### src/rtl/wsfr_pkg.sv
`timescale 1ns / 1ps

package wsfr_pkg;

  localparam int CMD_QUEUE_DEPTH = 2;
  localparam int RES_QUEUE_DEPTH = 2;

  localparam logic [6:0] LEN_CODE_EXT16 = 7'd126;
  localparam logic [6:0] LEN_CODE_EXT64 = 7'd127;
  localparam logic [2:0] EXT16_BYTES_M1 = 3'd1;
  localparam logic [2:0] EXT64_BYTES_M1 = 3'd7;
  localparam logic [2:0] MASK_BYTES_M1  = 3'd3;

  typedef enum logic [2:0] {
    PH_HDR0    = 3'd0,
    PH_HDR1    = 3'd1,
    PH_EXTLEN  = 3'd2,
    PH_MASK    = 3'd3,
    PH_PAYLOAD = 3'd4
  } phase_t;

  // work handed from the parser to the unmasking side
  typedef struct packed {
    logic [7:0]  data;
    logic [3:0]  opcode;
    logic        fin;
    logic [63:0] frame_length;
    logic [31:0] key;
    logic [1:0]  offset;
    logic        empty;
    logic        last;
  } cmd_t;

  typedef struct packed {
    logic [7:0]  payload_byte;
    logic [3:0]  opcode;
    logic        fin;
    logic [63:0] frame_length;
    logic        is_empty;
    logic        last_of_frame;
  } res_t;

endpackage

### src/rtl/websocket_frame_receiver_top.sv
`timescale 1ns / 1ps

// WebSocket frame receiver: takes one raw stream byte per cycle while full is
// low and returns the unmasked payload bytes of each frame, with opcode, FIN
// and decoded length alongside, the final byte marked; a frame of zero length
// gives a single empty result. Header bytes give no result. Sustained rate is
// one byte per cycle while results are popped. A payload byte passes the
// combinational parser and is registered first in the request queue and then
// in the result queue before it shows on the result ports. full rises only
// when both internal queues have backed up.

module websocket_frame_receiver_top #(
  parameter int CMD_DEPTH = wsfr_pkg::CMD_QUEUE_DEPTH,
  parameter int RES_DEPTH = wsfr_pkg::RES_QUEUE_DEPTH
) (
  input  logic        clk,
  input  logic        rst,
  input  logic        push,
  output logic        full,
  input  logic [7:0]  stream_byte,
  output logic        empty,
  input  logic        pop,
  output logic [7:0]  payload_byte,
  output logic [3:0]  opcode,
  output logic        fin,
  output logic [63:0] frame_length,
  output logic        is_empty,
  output logic        last_of_frame
);

  import wsfr_pkg::*;

  logic                    byte_valid;
  logic                    front_valid;
  cmd_t                    front_cmd;
  logic                    cmd_full;
  logic                    cmd_empty;
  logic [$bits(cmd_t)-1:0] cmd_bits;
  cmd_t                    back_cmd;
  logic                    cmd_pop;
  logic                    res_valid;
  res_t                    res;

  assign full       = cmd_full;
  assign byte_valid = push && !cmd_full;
  assign back_cmd   = cmd_t'(cmd_bits);

  wsfr_front u_front (
    .clk         (clk),
    .rst         (rst),
    .byte_valid  (byte_valid),
    .stream_byte (stream_byte),
    .cmd_valid   (front_valid),
    .cmd         (front_cmd)
  );

  wsfr_queue #(
    .WIDTH ($bits(cmd_t)),
    .DEPTH (CMD_DEPTH)
  ) u_cmd_queue (
    .clk     (clk),
    .rst     (rst),
    .push    (front_valid),
    .wr_data (front_cmd),
    .full    (cmd_full),
    .pop     (cmd_pop),
    .rd_data (cmd_bits),
    .empty   (cmd_empty)
  );

  wsfr_back #(
    .RES_DEPTH (RES_DEPTH)
  ) u_back (
    .clk       (clk),
    .rst       (rst),
    .cmd_valid (!cmd_empty),
    .cmd       (back_cmd),
    .cmd_pop   (cmd_pop),
    .res_valid (res_valid),
    .res_pop   (pop),
    .res       (res)
  );

  assign empty         = !res_valid;
  assign payload_byte  = res.payload_byte;
  assign opcode        = res.opcode;
  assign fin           = res.fin;
  assign frame_length  = res.frame_length;
  assign is_empty      = res.is_empty;
  assign last_of_frame = res.last_of_frame;

endmodule

### src/rtl/wsfr_queue.sv
`timescale 1ns / 1ps

module wsfr_queue #(
  parameter int WIDTH = 8,
  parameter int DEPTH = 2
) (
  input  logic             clk,
  input  logic             rst,
  input  logic             push,
  input  logic [WIDTH-1:0] wr_data,
  output logic             full,
  input  logic             pop,
  output logic [WIDTH-1:0] rd_data,
  output logic             empty
);

  localparam int PTR_W = (DEPTH > 1) ? $clog2(DEPTH) : 1;
  localparam int CNT_W = $clog2(DEPTH + 1);

  logic [WIDTH-1:0] mem [DEPTH];
  logic [PTR_W-1:0] wr_ptr, wr_ptr_next;
  logic [PTR_W-1:0] rd_ptr, rd_ptr_next;
  logic [CNT_W-1:0] count, count_next;
  logic             do_push, do_pop;

  assign full    = (count == CNT_W'(DEPTH));
  assign empty   = (count == '0);
  assign do_push = push && !full;
  assign do_pop  = pop && !empty;
  assign rd_data = mem[rd_ptr];

  always_comb begin
    wr_ptr_next = wr_ptr;
    rd_ptr_next = rd_ptr;
    count_next  = count;
    if (do_push) begin
      wr_ptr_next = (wr_ptr == PTR_W'(DEPTH - 1)) ? '0 : wr_ptr + PTR_W'(1);
    end
    if (do_pop) begin
      rd_ptr_next = (rd_ptr == PTR_W'(DEPTH - 1)) ? '0 : rd_ptr + PTR_W'(1);
    end
    if (do_push && !do_pop) begin
      count_next = count + CNT_W'(1);
    end else if (do_pop && !do_push) begin
      count_next = count - CNT_W'(1);
    end
  end

  always_ff @(posedge clk) begin
    if (rst) begin
      wr_ptr <= '0;
      rd_ptr <= '0;
      count  <= '0;
    end else begin
      wr_ptr <= wr_ptr_next;
      rd_ptr <= rd_ptr_next;
      count  <= count_next;
    end
  end

  always_ff @(posedge clk) begin
    if (do_push) begin
      mem[wr_ptr] <= wr_data;
    end
  end

  a_count_bound: assert property (@(posedge clk) disable iff (rst)
    count <= CNT_W'(DEPTH))
    else $error("queue count beyond depth");

  a_push_only_grows: assert property (@(posedge clk) disable iff (rst)
    (push && !full && !pop) |=> (count == $past(count) + CNT_W'(1)))
    else $error("queue lost a request");

endmodule

### src/rtl/wsfr_front.sv
`timescale 1ns / 1ps

module wsfr_front (
  input  logic           clk,
  input  logic           rst,
  input  logic           byte_valid,
  input  logic [7:0]     stream_byte,
  output logic           cmd_valid,
  output wsfr_pkg::cmd_t cmd
);

  import wsfr_pkg::*;

  phase_t      phase, phase_next;
  logic        fin, fin_next;
  logic [3:0]  opcode, opcode_next;
  logic        mask_present, mask_present_next;
  logic [63:0] length, length_next;
  logic [2:0]  hdr_cnt, hdr_cnt_next;
  logic [31:0] key, key_next;
  logic [63:0] remaining, remaining_next;
  logic [1:0]  offset, offset_next;

  logic [6:0]  code;
  logic [63:0] len_shift;
  logic        is_ext;
  logic        run_done;
  logic        pay_last;

  assign code      = stream_byte[6:0];
  assign len_shift = {length[55:0], stream_byte};
  assign is_ext    = (code == LEN_CODE_EXT16) || (code == LEN_CODE_EXT64);
  assign run_done  = (hdr_cnt == '0);
  assign pay_last  = (remaining == 64'd1);

  // next phase
  always_comb begin
    phase_next = phase;
    if (byte_valid) begin
      case (phase)
        PH_HDR1: begin
          if (is_ext) begin
            phase_next = PH_EXTLEN;
          end else if (stream_byte[7]) begin
            phase_next = PH_MASK;
          end else if (code == '0) begin
            phase_next = PH_HDR0;
          end else begin
            phase_next = PH_PAYLOAD;
          end
        end
        PH_EXTLEN: begin
          if (run_done) begin
            if (mask_present) begin
              phase_next = PH_MASK;
            end else if (len_shift == '0) begin
              phase_next = PH_HDR0;
            end else begin
              phase_next = PH_PAYLOAD;
            end
          end
        end
        PH_MASK: begin
          if (run_done) begin
            phase_next = (length == '0) ? PH_HDR0 : PH_PAYLOAD;
          end
        end
        PH_PAYLOAD: begin
          if (pay_last) begin
            phase_next = PH_HDR0;
          end
        end
        default: begin
          phase_next = PH_HDR1;
        end
      endcase
    end
  end

  // frame context
  always_comb begin
    fin_next          = fin;
    opcode_next       = opcode;
    mask_present_next = mask_present;
    length_next       = length;
    hdr_cnt_next      = hdr_cnt;
    key_next          = key;
    remaining_next    = remaining;
    offset_next       = offset;
    if (byte_valid) begin
      case (phase)
        PH_HDR1: begin
          mask_present_next = stream_byte[7];
          key_next          = '0;
          if (code == LEN_CODE_EXT16) begin
            length_next  = '0;
            hdr_cnt_next = EXT16_BYTES_M1;
          end else if (code == LEN_CODE_EXT64) begin
            length_next  = '0;
            hdr_cnt_next = EXT64_BYTES_M1;
          end else begin
            length_next = {57'd0, code};
            if (stream_byte[7]) begin
              hdr_cnt_next = MASK_BYTES_M1;
            end else begin
              remaining_next = {57'd0, code};
              offset_next    = '0;
            end
          end
        end
        PH_EXTLEN: begin
          length_next = len_shift;
          if (run_done) begin
            if (mask_present) begin
              hdr_cnt_next = MASK_BYTES_M1;
              key_next     = '0;
            end else begin
              remaining_next = len_shift;
              offset_next    = '0;
            end
          end else begin
            hdr_cnt_next = hdr_cnt - 3'd1;
          end
        end
        PH_MASK: begin
          key_next = {key[23:0], stream_byte};
          if (run_done) begin
            remaining_next = length;
            offset_next    = '0;
          end else begin
            hdr_cnt_next = hdr_cnt - 3'd1;
          end
        end
        PH_PAYLOAD: begin
          remaining_next = remaining - 64'd1;
          offset_next    = offset + 2'd1;
        end
        default: begin
          fin_next     = stream_byte[7];
          opcode_next  = stream_byte[3:0];
          hdr_cnt_next = '0;
        end
      endcase
    end
  end

  // requests to the back end
  always_comb begin
    cmd_valid        = 1'b0;
    cmd.data         = stream_byte;
    cmd.opcode       = opcode;
    cmd.fin          = fin;
    cmd.frame_length = length_next;
    cmd.key          = key;
    cmd.offset       = offset;
    cmd.empty        = 1'b0;
    cmd.last         = 1'b0;
    if (byte_valid) begin
      case (phase)
        PH_HDR1: begin
          cmd.empty = 1'b1;
          cmd_valid = !is_ext && !stream_byte[7] && (code == '0);
        end
        PH_EXTLEN: begin
          cmd.empty = 1'b1;
          cmd_valid = run_done && !mask_present && (len_shift == '0);
        end
        PH_MASK: begin
          cmd.empty = 1'b1;
          cmd_valid = run_done && (length == '0);
        end
        PH_PAYLOAD: begin
          cmd_valid = 1'b1;
          cmd.last  = pay_last;
        end
        default: begin
          cmd_valid = 1'b0;
        end
      endcase
    end
    if (cmd.empty) begin
      cmd.data = '0;
      cmd.last = 1'b1;
    end
  end

  always_ff @(posedge clk) begin
    if (rst) begin
      phase        <= PH_HDR0;
      fin          <= 1'b0;
      opcode       <= '0;
      mask_present <= 1'b0;
      length       <= '0;
      hdr_cnt      <= '0;
      key          <= '0;
      remaining    <= '0;
      offset       <= '0;
    end else begin
      phase        <= phase_next;
      fin          <= fin_next;
      opcode       <= opcode_next;
      mask_present <= mask_present_next;
      length       <= length_next;
      hdr_cnt      <= hdr_cnt_next;
      key          <= key_next;
      remaining    <= remaining_next;
      offset       <= offset_next;
    end
  end

  a_payload_has_bytes: assert property (@(posedge clk) disable iff (rst)
    (phase == PH_PAYLOAD) |-> (remaining != '0))
    else $error("payload phase with nothing left");

  a_last_ends_frame: assert property (@(posedge clk) disable iff (rst)
    (byte_valid && cmd_valid && cmd.last) |=> (phase == PH_HDR0))
    else $error("frame end did not return to header");

endmodule

### src/rtl/wsfr_back.sv
`timescale 1ns / 1ps

module wsfr_back #(
  parameter int RES_DEPTH = wsfr_pkg::RES_QUEUE_DEPTH
) (
  input  logic           clk,
  input  logic           rst,
  input  logic           cmd_valid,
  input  wsfr_pkg::cmd_t cmd,
  output logic           cmd_pop,
  output logic           res_valid,
  input  logic           res_pop,
  output wsfr_pkg::res_t res
);

  import wsfr_pkg::*;

  logic [7:0]              key_byte;
  res_t                    res_in;
  logic                    res_full;
  logic                    res_empty;
  logic [$bits(res_t)-1:0] res_bits;

  always_comb begin
    case (cmd.offset)
      2'd0:    key_byte = cmd.key[31:24];
      2'd1:    key_byte = cmd.key[23:16];
      2'd2:    key_byte = cmd.key[15:8];
      default: key_byte = cmd.key[7:0];
    endcase
  end

  always_comb begin
    res_in.payload_byte  = cmd.empty ? 8'd0 : (cmd.data ^ key_byte);
    res_in.opcode        = cmd.opcode;
    res_in.fin           = cmd.fin;
    res_in.frame_length  = cmd.frame_length;
    res_in.is_empty      = cmd.empty;
    res_in.last_of_frame = cmd.last;
  end

  assign cmd_pop   = cmd_valid && !res_full;
  assign res_valid = !res_empty;
  assign res       = res_t'(res_bits);

  wsfr_queue #(
    .WIDTH ($bits(res_t)),
    .DEPTH (RES_DEPTH)
  ) u_res_queue (
    .clk     (clk),
    .rst     (rst),
    .push    (cmd_pop),
    .wr_data (res_in),
    .full    (res_full),
    .pop     (res_pop),
    .rd_data (res_bits),
    .empty   (res_empty)
  );

endmodule

### config.mk
export PLATFORM = sky130hd
export DESIGN_NAME = websocket_frame_receiver_top
export DESIGN_NICKNAME = d
export VERILOG_FILES = /design/src/rtl/wsfr_pkg.sv /design/src/rtl/websocket_frame_receiver_top.sv /design/src/rtl/wsfr_queue.sv /design/src/rtl/wsfr_front.sv /design/src/rtl/wsfr_back.sv
export SDC_FILE = /design/constraint.sdc
export NUM_CORES = 1
export LEC_CHECK = 0
export BUFFER_PORTS_ARGS = -buffer_cell sky130_fd_sc_hd__buf_4
export CAP_MARGIN = 15
export CORE_ASPECT_RATIO = 1.2
export CORE_MARGIN = 5
export CORE_UTILIZATION = 45
export DETAILED_ROUTE_END_ITERATION = 7
export HOLD_SLACK_MARGIN = 0.1
export PLACE_DENSITY_LB_ADDON = 0.05
export SKIP_CTS_REPAIR_TIMING = 1
export SYNTH_ARGS = -nofsm -noshare
export SYNTH_HDL_FRONTEND = slang
export SYNTH_SLANG_ARGS = --single-unit
### constraint.sdc
create_clock -name clk -period 22.2 [get_ports clk]
set_input_delay 2.22 -clock clk [delete_from_list [all_inputs] [get_ports clk]]
set_output_delay 2.22 -clock clk [all_outputs]
set_load 0.05 [all_outputs]
==> flow_metrics.py, run 1 <==
metrics = {
    "timing": {
        "fmax_ghz": 0.2067,
        "setup_violations": 0,
        "fin_crit_sh_pct": 21.80,
        "finalSetupTns_ns": 0,
        "drv_slew": 0,
        "hold_viol": 0,
        "tightest_slew_ns": 1.158,
        "whs_ns": 0.4563,
        "timing.final.ws_setup_ns": 17.36,
        "finClkSkew_ns": 0.01998,
        "rsz0062_at_grt": "false",
        "finalCriticalPeriod_ns": 4.839,
        "slew_headroom_pct": 22.81,
    },
    "cts": {
        "h-tree-depth": 2,
        "cts_buffers": 56,
        "cts_tree": "built",
        "path_clk_slew_ns": 0.06,
        "ctsRootBufferMaster": "clkbuf_16",
        "clock_latency_ns": 0.62,
        "cts_num_sinks": 568,
        "clk_path_buf_depth": 3,
    },
    "worst_setup_path": {
        "critPathBufInv": 2,
        "critPathLaunchType": "register",
        "crit_path_top_delay_cell": "buf_4",
        "crit_end": "frame_length[61]",
        "cp_max_fo": 59,
        "cp.depth": 3,
        "rr_endpoint": "u_cmd_queue.mem[1][66]",
        "r2r_start": "u_front.length[51]",
        "cp-end-kind": "output pin",
        "crit_top_cell": "buf_4",
        "reg2reg_depth": 6,
        "critPathMaxStageDelay_ns": 0.67,
        "ff2ff_setup_slack_ns": 18.39,
        "critical_path.top_delay_family": "buffers and inverters",
        "crit_type": "register to output pin",
        "cp.arrival_ns": 2.62,
        "critical_path.cell_chain": "buf_4 -> mux2_2 -> buf_4",
        "crit_required_ns": 19.98,
    },
    "cells_and_area": {
        "regArea_sq_um": 15230,
        "final_cell_area_sq_um": 27220,
        "final_core_util_pct": 51.63,
        "fillers": 4631,
        "fin_nets": 1974,
        "instances_no_fill": 2708,
        "drive_gt1_share_pct": 19.93,
        "multi_input_area_sq_um": 8312,
        "area_growth_pct": 13.49,
    },
    "synthesis": {
        "synthTopCellsByArea": "edfxtp_1 48%, dfxtp_1 15%, mux2_2 7.5%",
        "synth-xor-area-share_pct": 0.8035,
        "synth_most_common_cell": "edfxtp_1",
        "synth-adder-area-share_pct": 0.3652,
        "yosys_warnings": 0,
        "ys_seq_area_share_pct": 63.44,
        "avgSynthCellArea_sq_um": 12.71,
        "synth_compound_area_share_pct": 11.62,
        "synth_top_family_by_area": "compound AO/OA/AOI/OAI gates",
        "synth_nets": 1906,
        "yosys.area.top_type_share_pct": 48.08,
        "netlist_top_cells_count": "384 x edfxtp_1, 184 x dfxtp_1, 159 x mux2_2, 124 x a21oi_1, 113 x nor2_1",
        "synth-simple-area-share_pct": 11.53,
        "synth-edff-count": 384,
        "synth_top_area_cell": "edfxtp_1",
        "synth_mux_area_share_pct": 10.06,
        "synth_top_flop_cell": "edfxtp_1",
        "synthCells": 1887,
        "async_reset_ff_share_pct": 0,
        "synth_cell_types": 71,
        "ys_seq_elements": 568,
        "syn_area_sq_um": 23980,
    },
    "worst_hold_path": {
        "holdCritPathClass": "register to register",
    },
    "power_and_ir_drop": {
        "p_per_area_nw_per_um2": 112.1,
        "p_int_mw": 2.024,
        "p_leak_nw": 9.279,
        "clockPowerShare_pct": 30.4,
        "max-vdd-ir-drop_v": 0.00007163,
        "total_power_mw": 3.052,
        "p_sw_share_pct": 33.66,
        "power_switching_mw": 1.027,
        "power_frac_seq_pct": 42.2,
        "p_comb_share_pct": 27.4,
    },
    "placement": {
        "post-place-ws_ns": 17.10,
        "io_buffers": 92,
        "routabilityCongestion": 0.8796,
        "placedCellCount": 2601,
        "dp_hpwl_um": 41540,
        "placed_area_sq_um": 25410,
    },
    "run": {
        "cap_violations": 0,
    },
    "detailed_routing": {
        "drt_pass1_iterations": 6,
        "routed_wl_um": 63580,
        "vias_per_cell": 5.838,
        "drtIter0Drc": 1480,
        "ant_nets": 0,
        "wl_per_cell_um": 23.48,
        "drc": 0,
        "route.vias.total": 15810,
    },
    "grt": {
        "antenna_found_initial": 1,
        "grt_first_pass_wirelength_um": 96510,
        "grt_pass1_vias": 15530,
        "grt_start_max_net_pins": 83,
        "overflow": 0,
        "grt_usage_pct": 21.43,
    },
    "floorplan": {
        "die_h_um": 262.9,
        "ios": 93,
        "rows": 92,
        "die-area_sq_um": 58030,
        "die_w_um": 220.7,
        "initial_utilization_pct": 45.49,
        "core_sq_um": 52720,
    },
    "outcome": {
        "status": "completed",
    },
}
## cells by family after synthesis
group / count (synthesis)
flops: 568
simple gates: 521
compound gates: 413
mux: 221
buf+inv: 135
xor+xnor: 22
fa+ha+maj: 7
## power by group through the flow
stage               combinational (mW)  clock [mW]  sequential [mW]
global placement                 0.836           0             1.31
CTS                              0.844       0.952             1.29
floorplan                        0.619           0             1.29
detailed placement               0.840           0             1.31
global route                     0.887       0.991             1.30
finish                           0.837       0.926             1.29
## placed cells by master, fill, tap and decap left out, types with 10 or more instances in the layout
| cell type | count |
|---|---|
| dfxtp_1 | 181 |
| mux2i_1 | 61 |
| buf_4 | 121 |
| nor4_1 | 29 |
| clkbuf_1 | 16 |
| a31oi_1 | 15 |
| mux2_2 | 159 |
| o32ai_1 | 10 |
| o2bb2ai_1 | 13 |
| a22o_1 | 75 |
| nand4_1 | 19 |
| a211oi_1 | 21 |
| o211ai_1 | 13 |
| a21oi_1 | 123 |
| nor2b_1 | 12 |
| o22ai_1 | 15 |
| clkbuf_16 | 56 |
| o21ai_0 | 65 |
| nand3_1 | 53 |
| nor2_1 | 109 |
| clkinv_2 | 11 |
| edfxtp_1 | 384 |
| nand2_1 | 98 |
| nor3_1 | 47 |
| and2_1 | 71 |
| inv_1 | 22 |
| or3_1 | 17 |
| xor2_1 | 13 |
## area by class of cell
class	count	area share (%)
tap	705	3.241
antenna	1	0.009194
sequential	568	55.94
multi-input combinational	1184	30.54
clock buffer	77	5.622
clock inverter	28	0.9746
inverter	23	0.3172
timing repair buffer	122	3.356
## flip-flops by register name, summed over array words and instances, names as in the netlist, named ones only
register	flops
u_front.offset	2
u_cmd_queue.count	2
u_front.mask_present	1
u_front.phase	3
u_front.fin	1
u_cmd_queue.mem	226
u_back.u_res_queue.count	2
u_cmd_queue.wr_ptr	1
u_front.key	32
u_back.u_res_queue.wr_ptr	1
u_back.u_res_queue.mem	158
u_back.u_res_queue.rd_ptr	1
u_front.hdr_cnt	3
u_front.opcode	4
u_front.remaining	64
u_cmd_queue.rd_ptr	1
u_front.length	64
## worst min path at each step
stage / from / end / slack [ns] / depth (start not counted)
global route: u_front.key[27] / u_cmd_queue.mem[1][31] / 0.47 / 0
detailed placement: u_front.opcode[1] / u_cmd_queue.mem[1][102] / 0.44 / 0
global placement: u_front.key[27] / u_cmd_queue.mem[0][31] / 0.44 / 0
floorplan: u_front.opcode[0] / u_cmd_queue.mem[0][101] / 0.43 / 0
finish: u_front.opcode[1] / u_cmd_queue.mem[1][102] / 0.46 / 0
CTS: u_front.opcode[1] / u_cmd_queue.mem[1][102] / 0.46 / 0
## per-layer routing
| layer | vias to the layer above | routed length [um] | GRT usage, % | share of wire (%) |
|---|---|---|---|---|
| met4 | 0 | 1914 | 6.942 | 3.0 |
| met1 | 7826 | 28870 | 31.09 | 45 |
| met3 | 115 | 3940 | 4.021 | 6.2 |
| li1 | 7354 | - | - | - |
| met5 | - | 0 | 0 | 0 |
| met2 | 515 | 28860 | 32.70 | 45 |
(Power assumes the default switching activity.)
==> run 2: changes to the inputs <==
- clock period: 22.2 -> 4.7 ns (I/O delays scaled with it)
==> run 2 against run 1 <==
Combinational power grew to 4.6 times the previous value. Highest routed layer is now met5. Largest power group unchanged. Cell count grew 0.15%. Via count is essentially flat. Critical path type is now register to register. Largest cell class unchanged. Clock-buffer cell count shrank 6. Power grew to 4.8 times the previous value.
==> flow_metrics.py, run 2 (synthesis gave the netlist of run 1 again) <==
metrics = {
    "cts": {
        "path_clk_slew_ns": 0.07,
        "cts_num_sinks": 568,
        "clk_path_buf_depth": 3,
        "ctsRootBufferMaster": "clkbuf_16",
        "cts_tree": "built",
        "clock_latency_ns": 0.62,
        "h-tree-depth": 2,
        "cts_buffers": 56,
    },
    "worst_setup_path": {
        "cp-startpoint": "u_front.length[26]",
        "r2r_start": "u_front.length[26]",
        "critPathLaunchType": "register",
        "crit_required_ns": 4.97,
        "crit_type": "register to register",
        "cp_max_fo": 51,
        "cp.arrival_ns": 3.75,
        "cp-end-kind": "register",
    },
    "outcome": {
        "status": "completed",
    },
    "detailed_routing": {
        "route.vias.total": 15810,
        "routed_wl_um": 62870,
        "drc": 0,
        "drtIter0Drc": 1395,
        "drt_pass1_iterations": 6,
        "wl_per_cell_um": 23.18,
        "vias_per_cell": 5.828,
        "ant_nets": 0,
    },
    "timing": {
        "finalSetupTns_ns": 0,
        "tightest_slew_ns": 1.135,
        "hold_viol": 0,
        "fmax_ghz": 0.2875,
        "finalCriticalPeriod_ns": 3.478,
        "setup_violations": 0,
        "finClkSkew_ns": 0.02278,
        "fin_crit_sh_pct": 74.00,
        "whs_ns": 0.1618,
        "slew_headroom_pct": 23.63,
        "drv_slew": 0,
        "rsz0062_at_grt": "false",
    },
    "cells_and_area": {
        "final_common_cell": "edfxtp_1",
        "diodes": 0,
        "largest_reg_flops": 226,
        "area_growth_pct": 14.63,
        "most-common-layout-cells": "384 x edfxtp_1, 181 x dfxtp_1, 159 x mux2_2",
        "regMostFlops": "u_cmd_queue.mem",
        "largestRegisters": "u_cmd_queue.mem: 226 flops, u_back.u_res_queue.mem: 158 flops",
        "fin_nets": 1980,
        "drive_gt1_share_pct": 19.98,
    },
    "placement": {
        "io_buffers": 92,
        "routabilityCongestion": 0.9144,
        "dp_hpwl_um": 42670,
    },
    "worst_hold_path": {
        "holdCritPathClass": "input port to register",
        "hp-start": "stream_byte[7]",
    },
    "floorplan": {
        "ios": 93,
        "die_h_um": 262.9,
        "die-area_sq_um": 58030,
        "initial_utilization_pct": 45.49,
        "rows": 92,
        "die_w_um": 220.7,
        "core_sq_um": 52720,
    },
    "power_and_ir_drop": {
        "p_per_area_nw_per_um2": 535.8,
        "max-vdd-ir-drop_v": 0.0003588,
        "p_leak_nw": 9.403,
    },
    "grt": {
        "grt_start_max_net_pins": 82,
        "grt_first_pass_wirelength_um": 96610,
        "grt_usage_pct": 21.27,
        "grt_pass1_vias": 15580,
        "overflow": 0,
        "antenna_found_initial": 1,
    },
    "run": {
        "cap_violations": 0,
    },
}
-- run 2: cell count changes in the layout (fill, tap and decap cells not counted), moves of 4 or more --
cell       change
clkinv_1       +5
buf_12         +5
bufinv_16      +8
inv_6          -4
clkbuf_1       -4
-- run 2: worst paths after layout --
| path | endpoint | slack, ns | cells after the start |
|---|---|---|---|
| setup reg to reg | u_cmd_queue.mem[1][93] | 1.22 | 6 |
| hold reg to reg | u_cmd_queue.mem[1][35] | 0.46 | 0 |
| setup / recovery | u_cmd_queue.mem[1][93] | 1.22 | 6 |
| hold / removal | u_front.mask_present | 0.16 | 3 |
-- run 2: per-stage QoR --
stage          total power [mW]  setup slack (ns)  area, sq um  util [%]  instances
2_1_floorplan             9.031            0.2688        24000         -       1887
3_3_place_gp              10.08             1.208        25530     48.42       2608
3_5_place_dp              10.11             1.133        25530     48.42       2608
4_1_cts                   14.89             1.118        27490     52.14       2712
5_1_grt                   15.34            0.9859        27490     52.14       2712
6_report                  14.73             1.222        27490     52.14       2712
-- run 2: area by class of cell --
cell class                      count  area (sq um)
Clock buffer                       71          1499
Clock inverter                     33         465.4
Fill cell                        4600         25230
Inverter                           23         86.33
Multi-Input combinational cell   1184          8308
Sequential cell                   568         15230
Tap cell                          705         882.1
Timing Repair Buffer              128          1023
-- run 2: per-layer routing --
layer | wire length [um] | vias up | track usage, %
met5 | 22 | - | 0
met4 | 1155 | 2 | 4.510
met3 | 3389 | 87 | 3.307
met2 | 30300 | 439 | 34.45
met1 | 28000 | 7919 | 30.55
li1 | - | 7358 | -
-- run 2: critical path, stage by stage (launching register included) --
cell	delay (ns)
dfxtp_1	0.35
nor4_1	0.39
nand4_1	0.18
nor4_1	0.67
a22oi_1	0.44
nor2b_4	0.68
buf_12	0.35
-- run 2: power by group --
part | switching, mW | internal, mW | leakage, nW | total [mW]
Combinational | 2.63 | 1.25 | 3.44 | 3.88
Sequential | 0.245 | 5.84 | 5.02 | 6.09
Clock | 1.90 | 2.86 | 0.950 | 4.76
